File: src/hw/rtl/gpc_pkg.sv
// Shared types, constants and helper functions for the GMM policy classifier.
// No dependencies; imported by gpc_ctrl, gpc_dp and gmm_policy_classifier_top.
`default_nettype none
package gpc_pkg;

   localparam int NUM_FEATURES     = 6;
   localparam int NUM_CLUSTERS_DEF = 4;
   localparam int COEF_DEPTH_DEF   = 256;
   localparam int CLUSTER_BASE     = 12;
   localparam int CLUSTER_STRIDE   = 43;
   localparam int CHOL_OFFSET      = 6;
   localparam int BIAS_OFFSET      = 42;
   localparam int RATIO_MAX        = 10000;
   localparam int LN2_Q16          = 45426;

   localparam logic [1:0] POL_LRU   = 2'd0;
   localparam logic [1:0] NO_POLICY = 2'd3;

   localparam logic [1:0] CSR_POLICY_TABLE = 2'd0;
   localparam logic [1:0] CSR_VOTES_NEEDED = 2'd1;

   localparam logic [7:0] POLICY_TABLE_RST = 8'd25;
   localparam logic [3:0] VOTES_NEEDED_RST = 4'd5;

   typedef enum logic [3:0] {
      OP_NOP, OP_SUBM, OP_SCL, OP_DIF, OP_MAC, OP_SQ, OP_BIAS, OP_LMUL1, OP_LMUL2
   } dp_op_type;

   typedef struct packed {
      dp_op_type  op;
      logic [2:0] j;
      logic [1:0] k;
      logic       first;
      logic       last;
   } dp_cmd_type;

   typedef struct packed {
      dp_cmd_type cmd;
      logic       lz_step;
      logic       vote;
   } gpc_ctl_type;

   typedef struct packed {
      logic norm_done;
   } gpc_sts_type;

   // log2(1 + i/64) in Q16.16 by repeated squaring; entry 64 is exactly 1.0
   function automatic logic [16:0] log_entry(input int unsigned i);
      logic [63:0] m;
      logic [16:0] r;
      m = 64'(64 + i) << 24;
      r = '0;
      for (int b = 0; b < 16; b++) begin
         m = (m * m) >> 30;
         r = {r[15:0], 1'b0};
         if (m >= (64'd2 << 30)) begin
            r[0] = 1'b1;
            m    = m >> 1;
         end
      end
      if (i >= 64) begin
         r = 17'd65536;
      end
      return r;
   endfunction

   function automatic logic signed [31:0] sat32(input logic signed [51:0] x);
      logic signed [31:0] res;
      if (x > 52'sd2147483647) begin
         res = 32'sh7fffffff;
      end else if (x < -52'sd2147483648) begin
         res = 32'sh80000000;
      end else begin
         res = x[31:0];
      end
      return res;
   endfunction

endpackage
`default_nettype wire

File: src/hw/rtl/gpc_ctrl.sv
// Sequencer for the GMM policy classifier: issues at most one datapath command per cycle.
// Depends on gpc_pkg.
`default_nettype none
module gpc_ctrl
   import gpc_pkg::*;
#(
   parameter int NUM_CLUSTERS = NUM_CLUSTERS_DEF,
   parameter int COEF_DEPTH   = COEF_DEPTH_DEF,
   localparam int AW          = $clog2(COEF_DEPTH)
) (
   input  wire logic          clock,
   input  wire logic          reset,
   input  wire logic          start,
   input  wire logic          req_operation,
   input  var  gpc_sts_type   sts,
   output var  gpc_ctl_type   ctl,
   output      logic [AW-1:0] rd_addr,
   output      logic          busy
);

   typedef enum logic [3:0] {
      ST_IDLE, ST_NORM, ST_LOG1, ST_LOGW, ST_LOG2, ST_SCALE, ST_DIFF, ST_MAC,
      ST_MACW, ST_SQ, ST_BIAS, ST_DRN1, ST_DRN2, ST_VOTE
   } state_type;

   localparam logic [1:0] LAST_K = 2'(NUM_CLUSTERS - 1);
   localparam logic [2:0] LAST_J = 3'(NUM_FEATURES - 1);

   state_type  state_ff, state_in;
   logic [2:0] j_ff, j_in, m_ff, m_in;
   logic [1:0] k_ff, k_in;
   logic       phase_ff, phase_in;
   int         base;
   int         addr;

   always_comb begin
      state_in = state_ff;
      j_in     = j_ff;
      m_in     = m_ff;
      k_in     = k_ff;
      phase_in = phase_ff;
      ctl      = '0;
      ctl.cmd.op = OP_NOP;
      ctl.cmd.j  = j_ff;
      ctl.cmd.k  = k_ff;
      base     = CLUSTER_BASE + CLUSTER_STRIDE * int'(k_ff);
      addr     = 0;
      case (state_ff)
         ST_IDLE: begin
            if (start && req_operation) begin
               state_in = ST_NORM;
            end
         end
         ST_NORM: begin
            if (sts.norm_done) begin
               state_in = ST_LOG1;
            end else begin
               ctl.lz_step = 1'b1;
            end
         end
         ST_LOG1: begin
            ctl.cmd.op = OP_LMUL1;
            state_in   = ST_LOGW;
         end
         ST_LOGW: begin
            state_in = ST_LOG2;
         end
         ST_LOG2: begin
            ctl.cmd.op = OP_LMUL2;
            j_in       = '0;
            phase_in   = 1'b0;
            state_in   = ST_SCALE;
         end
         ST_SCALE: begin
            if (!phase_ff) begin
               ctl.cmd.op = OP_SUBM;
               addr       = int'(j_ff);
               phase_in   = 1'b1;
            end else begin
               ctl.cmd.op = OP_SCL;
               addr       = NUM_FEATURES + int'(j_ff);
               phase_in   = 1'b0;
               if (j_ff == LAST_J) begin
                  j_in     = '0;
                  k_in     = '0;
                  state_in = ST_DIFF;
               end else begin
                  j_in = j_ff + 3'd1;
               end
            end
         end
         ST_DIFF: begin
            ctl.cmd.op = OP_DIF;
            addr       = base + int'(j_ff);
            if (j_ff == LAST_J) begin
               j_in     = '0;
               m_in     = '0;
               state_in = ST_MAC;
            end else begin
               j_in = j_ff + 3'd1;
            end
         end
         ST_MAC: begin
            ctl.cmd.op    = OP_MAC;
            ctl.cmd.first = (j_ff == 3'd0);
            ctl.cmd.last  = (j_ff == LAST_J);
            addr = base + CHOL_OFFSET + int'(j_ff) * NUM_FEATURES + int'(m_ff);
            if (j_ff == LAST_J) begin
               j_in     = '0;
               state_in = ST_MACW;
            end else begin
               j_in = j_ff + 3'd1;
            end
         end
         ST_MACW: begin
            state_in = ST_SQ;
         end
         ST_SQ: begin
            ctl.cmd.op    = OP_SQ;
            ctl.cmd.first = (m_ff == 3'd0);
            if (m_ff == LAST_J) begin
               state_in = ST_BIAS;
            end else begin
               m_in     = m_ff + 3'd1;
               state_in = ST_MAC;
            end
         end
         ST_BIAS: begin
            ctl.cmd.op = OP_BIAS;
            addr       = base + BIAS_OFFSET;
            j_in       = '0;
            m_in       = '0;
            if (k_ff == LAST_K) begin
               state_in = ST_DRN1;
            end else begin
               k_in     = k_ff + 2'd1;
               state_in = ST_DIFF;
            end
         end
         ST_DRN1: state_in = ST_DRN2;
         ST_DRN2: state_in = ST_VOTE;
         ST_VOTE: begin
            ctl.vote = 1'b1;
            state_in = ST_IDLE;
         end
         default: state_in = ST_IDLE;
      endcase
      rd_addr = AW'(addr);
   end

   assign busy = (state_ff != ST_IDLE);

   always_ff @(posedge clock) begin
      if (reset) begin
         state_ff <= ST_IDLE;
         j_ff     <= '0;
         m_ff     <= '0;
         k_ff     <= '0;
         phase_ff <= 1'b0;
      end else begin
         state_ff <= state_in;
         j_ff     <= j_in;
         m_ff     <= m_in;
         k_ff     <= k_in;
         phase_ff <= phase_in;
      end
   end

endmodule
`default_nettype wire

File: config.mk
export PLATFORM = sky130hd
export DESIGN_NAME = gpc_ctrl
export DESIGN_NICKNAME = d
export VERILOG_FILES = /design/src/hw/rtl/gpc_pkg.sv /design/src/hw/rtl/gpc_ctrl.sv
export SDC_FILE = /design/constraint.sdc
export NUM_CORES = 1
export LEC_CHECK = 0
export BUFFER_PORTS_ARGS = -buffer_cell sky130_fd_sc_hd__buf_2
export CORE_MARGIN = 2
export CORE_UTILIZATION = 25
export DETAILED_ROUTE_END_ITERATION = 16
export PLACE_DENSITY = 0.4
export SLEW_MARGIN = 10
export SYNTH_ARGS = -nofsm -noshare
export SYNTH_HDL_FRONTEND = slang
export SYNTH_SLANG_ARGS = --single-unit
export TNS_END_PERCENT = 5
File: constraint.sdc
create_clock -name clock -period 4.4 [get_ports clock]
set_input_delay 1.1 -clock clock [delete_from_list [all_inputs] [get_ports clock]]
set_output_delay 1.1 -clock clock [all_outputs]
set_load 0.02 [all_outputs]
; Word level (Yosys, flattened, before mapping)
; Index checks and enable logic that the tools add are counted.
[classes]
n_mux = 30
eq_ne = 24
mul = 2
reduce_logical = 15
add_sub_neg = 10
[ops]
columns = operator, count
row1 = $pmux W4 S13, 1
row2 = $mux W4, 9
row3 = $pmux W8 S4, 1
row4 = $pmux W4 S7, 1
row5 = $eq A4 B4 Y1 const B, 6
row6 = $pmux W3 S3, 2
row7 = $add A8 B3 Y8, 2
row8 = $eq A4 B3 Y1 const B, 4
row9 = $ne A2 B2 Y1 const B, 8
row10 = $mux W3, 4
row11 = $add A4 B8 Y8 const A, 1
row12 = $add A8 B3 Y8 const B, 1
row13 = $add A8 B6 Y8, 1
row14 = $add A8 B6 Y8 const B, 1
row15 = $eq A4 B2 Y1 const B, 2
row16 = $mul A6 B2 Y8 const A, 1
row17 = $mux W2, 4
row18 = $add A3 B1 Y3 const B, 2
row19 = $eq A3 B3 Y1 const B, 2
row20 = $logic_not A3 Y1, 2
row21 = $reduce_and A6 Y1, 1
row22 = $reduce_bool A3 Y1, 2
row23 = $mul A3 B2 Y5 const B, 1
row24 = $mux W1, 5
row25 = other kinds (14), 17
[word_totals]
register_bits = 13
out_inout_bits = 22

; Longest topological paths before layout
[depth]
depth_word = 6
depth_mapped = 11
mapped_depth_nobuf = 11

; Least setup slack after synthesis
; No wires, ideal clock.
[synth_path]
path_kind = register to output
from = register k_ff[0]
to = output port rd_addr[6]
stages_incl_launch_ff = 12
required_time_ns = 3.300
t_arrival_ns = 3.339
setup_slack_ns = -0.039
cell_sequence = dfxtp_1 inv_1 ha_1 ha_1 fa_1 inv_1 ha_1 fa_1 a21o_1 a21oi_1 xor2_1 o21ai_0
[synth_via]
elab_chain_len = 6
[synth_lines]
columns = item, line
row1 = "start, declared", gpc_ctrl.sv:31  ; logic [1:0] k_ff, k_in;
row2 = "start signal, assigned", gpc_ctrl.sv:164  ; k_ff <= k_in;
row3 = $mul A6 B2 Y8 *, gpc_ctrl.sv:46  ; base = CLUSTER_BASE + CLUSTER_STRIDE * int'(k_ff);
row4 = $add A4 B8 Y8 *, gpc_ctrl.sv:46
row5 = $add A8 B3 Y8, gpc_ctrl.sv:107  ; addr = base + CHOL_OFFSET + int'(j_ff) * NUM_FEATURES + int'(m_ff);
row6 = $add A8 B6 Y8, gpc_ctrl.sv:107
row7 = $add A8 B3 Y8, gpc_ctrl.sv:107
row8 = $pmux W8 S4 *, gpc_ctrl.sv:48  ; case (state_ff)
row9 = "end, declared", gpc_ctrl.sv:17  ; output logic [AW-1:0] rd_addr,
; Mark *: on every way between the ends. The rest lies on a longest branch, timed or not.

; Final worst setup path
[layout_path]
from = register j_ff[1]
to = output port rd_addr[7]
[layout_via]
elab_chain_len = 4
[layout_lines]
columns = item, line
row1 = "start, declared", gpc_ctrl.sv:30  ; logic [2:0] j_ff, j_in, m_ff, m_in;
row2 = "start signal, assigned", gpc_ctrl.sv:162  ; j_ff <= j_in;
row3 = $mul A3 B2 Y5, gpc_ctrl.sv:107
row4 = $add A8 B6 Y8, gpc_ctrl.sv:107
row5 = $add A8 B3 Y8, gpc_ctrl.sv:107
row6 = $pmux W8 S4 *, gpc_ctrl.sv:48
; Marks and branches as above.

==> results.cfg <==
[timing]
rsz0062_at_grt = false
final_max_slew_viol_count = 0
hold_violations = 0
fin_setup_tns_ns = 0
fin_crit_ns = 4.22
fmax_ghz = 0.237
worstMarginPinSlew_ns = 0.760
slew_headroom = 0.490
whs_ns = 0.510
setup_viol = 0
setup_slack_ns = 0.180
skew_ns = 0.00104
timing.final.crit_share = 0.959

[synthesis]
syn-instance-count = 218
syn_area_per_cell_um2 = 8.28
netlist_area_mm2 = 0.00180
yosys.area.top_type_share = 0.222
synth_edf_count = 0
yosysMostFrequentCell = ha_1
ys_seq_elements = 13
synthTopCellsByCount = 32 x ha_1, 22 x inv_1, 18 x a21oi_1
yosysSeqAreaShare = 0.144
ys_warn_count = 0
synth_area_leader_cell = ha_1
yosysUniqueCellTypes = 52
synthArstFlopShare = 0
yosys_most_used_dff = dfxtp_1
ys_top_cells_by_area = ha_1 22%, dfxtp_1 14%, fa_1 5.5%, a21oi_1 5.0%, inv_1 4.6%
synth_nets = 260

[worst_setup_path]
crit_required_ns = 3.30
crit_top_cell = ha_1
end_kind = primary output
crit_fanout = 6
slowest_stage = fa_1
critPathTopFamily = adder cells
crit_path_start_kind = flop
crit_buf_inv = 1
arrival_ns = 3.12
setup.worst_path.class = reg -> out
critical_path.max_stage_delay_ns = 0.38
cp_cell_sequence = ha_2, fa_1, xor2_1, ha_1, ha_1, ha_1, o21ai_1, o21bai_1, a21oi_1, xnor2_1, o21ai_0, buf_2

[power_and_ir_drop]
p_leak_nw = 0.995
power_density_mw_per_mm2 = 192
peakVddDrop_v = 0.0000814
p_total_uw = 406

[global_routing]
grt-ovfl-total = 0
grt_max_degree = 24
grt_first_pass_wirelength_um = 8310
grt_pass1_vias = 1648
grt_antenna_before_repair = 0
grt_usage = 0.134

[die]
ioPinCount = 27
die_area_mm2 = 0.00791
fp-row-count = 30
start_util = 0.261
die_w_um = 89.0
dieHeight_um = 89.0
coreArea_mm2 = 0.00691

[job]
maxCapViolCount = 0

[clock_tree]
cts_buffers = 3
root_buffer = clkbuf_8
post-cts-setup-buffers = 0
insertion_delay_ns = 0.25
htree_levels = 1
clk_pin_slew_ns = 0.06
cts_buffer_depth = 2
clock-sinks = 13
cts_tree = built
hold_buffers = 0

[run_status]
status = completed

[placed_design]
place_ws_ns = 0.266
placed_cell_area_mm2 = 0.00205
gp_congestion = 0.757
io_buffers = 26
dp_hpwl_um = 3890
place_inst = 337

[drt]
wirelength_um = 4920
num_vias = 1627
drt-initial-drc-count = 91
wire_per_inst_um = 14.4
antenna_left = 0
first_pass_iters = 4
drc = 0
via_per_inst = 4.77

[final_layout]
drive_gt1_frac = 0.208
fillers = 780
design_area_mm2 = 0.00212
utilization = 0.307
diodes = 0
nNetsFinal = 288
syn_to_final_growth_pct = 17.3
fin_cells = 341

[min_path]
min_path_type = reg -> reg
power by group:
part	switching [mW]	internal [mW]	total (mW)
clock network	0.0501	0.0627	0.113
logic	0.0878	0.0623	0.150
registers	0.0194	0.123	0.143
per-layer routing:
layer,vias up,track usage,share of wire
met1,751,0.193,0.52
met5,-,0,0
met2,24,0.212,0.44
li1,850,-,-
met4,0,0.0204,0.0053
met3,2,0.0268,0.034
final cells by class:
type,instances,area [um2],share of cell area
Clock inverter,1,5.00,0.00236
Inverter,22,82.6,0.0390
Clock buffer,3,41.3,0.0195
Tap cell,96,120,0.0567
Multi-Input combinational cell,172,1410,0.668
Sequential cell,13,264,0.125
Timing Repair Buffer,34,190,0.0898
worst min-delay path, delay by kind of cell (launching register included):
family	cells	cell delay, ns
AOI/OAI and AO/OA	1	0.05
DFF	1	0.37
and+or+nand+nor	1	0.06
kinds of logic (layout without fill, tap and decap cells):
logic type	count (synthesis)	after routing	synth area share
simple gates	51	51	0.171
buf+inv	33	60	0.0797
flops	13	13	0.144
fa+ha+maj	38	38	0.283
compound gates	70	70	0.258
xor+xnor	11	11	0.0534
mux	2	2	0.0111
cells in the final DEF (no fill, tap or decap), types with 3 or more instances in the layout:
cell / instances
a211oi_1: 4
a21o_1: 3
a21oi_1: 17
a22o_1: 3
a22oi_1: 4
a31oi_1: 3
buf_2: 26
buf_4: 8
clkbuf_8: 3
dfxtp_1: 12
fa_1: 4
ha_1: 31
inv_1: 22
nand2_1: 12
nor2_1: 14
nor2b_1: 3
nor3_1: 3
o211ai_1: 4
o21ai_0: 12
o22ai_1: 3
xnor2_1: 7
xor2_1: 4
flip-flops by register name, indices dropped and copies added (netlist names):
| signal | flops |
|---|---|
| j_ff | 3 |
| phase_ff | 1 |
| m_ff | 3 |
| k_ff | 2 |
| state_ff | 4 |
path summary, 6_finish.rpt:
| check | start | end | slack (ns) | cells after the start |
|---|---|---|---|---|
| setup reg to reg | state_ff[3] | m_ff[1] | 2.35 | 5 |
| setup / recovery | j_ff[1] | rd_addr[7] | 0.18 | 12 |
| hold / removal | j_ff[1] | j_ff[1] | 0.51 | 2 |
| hold reg to reg | j_ff[1] | j_ff[1] | 0.51 | 2 |
timing repair:
action,in CTS,in global routing
resized for setup,1,6
endpoints found under the setup margin,1,2
hold endpoints to repair,0,0
pin swaps,0,0
Note: power is estimated with default switching activity, not from simulation.
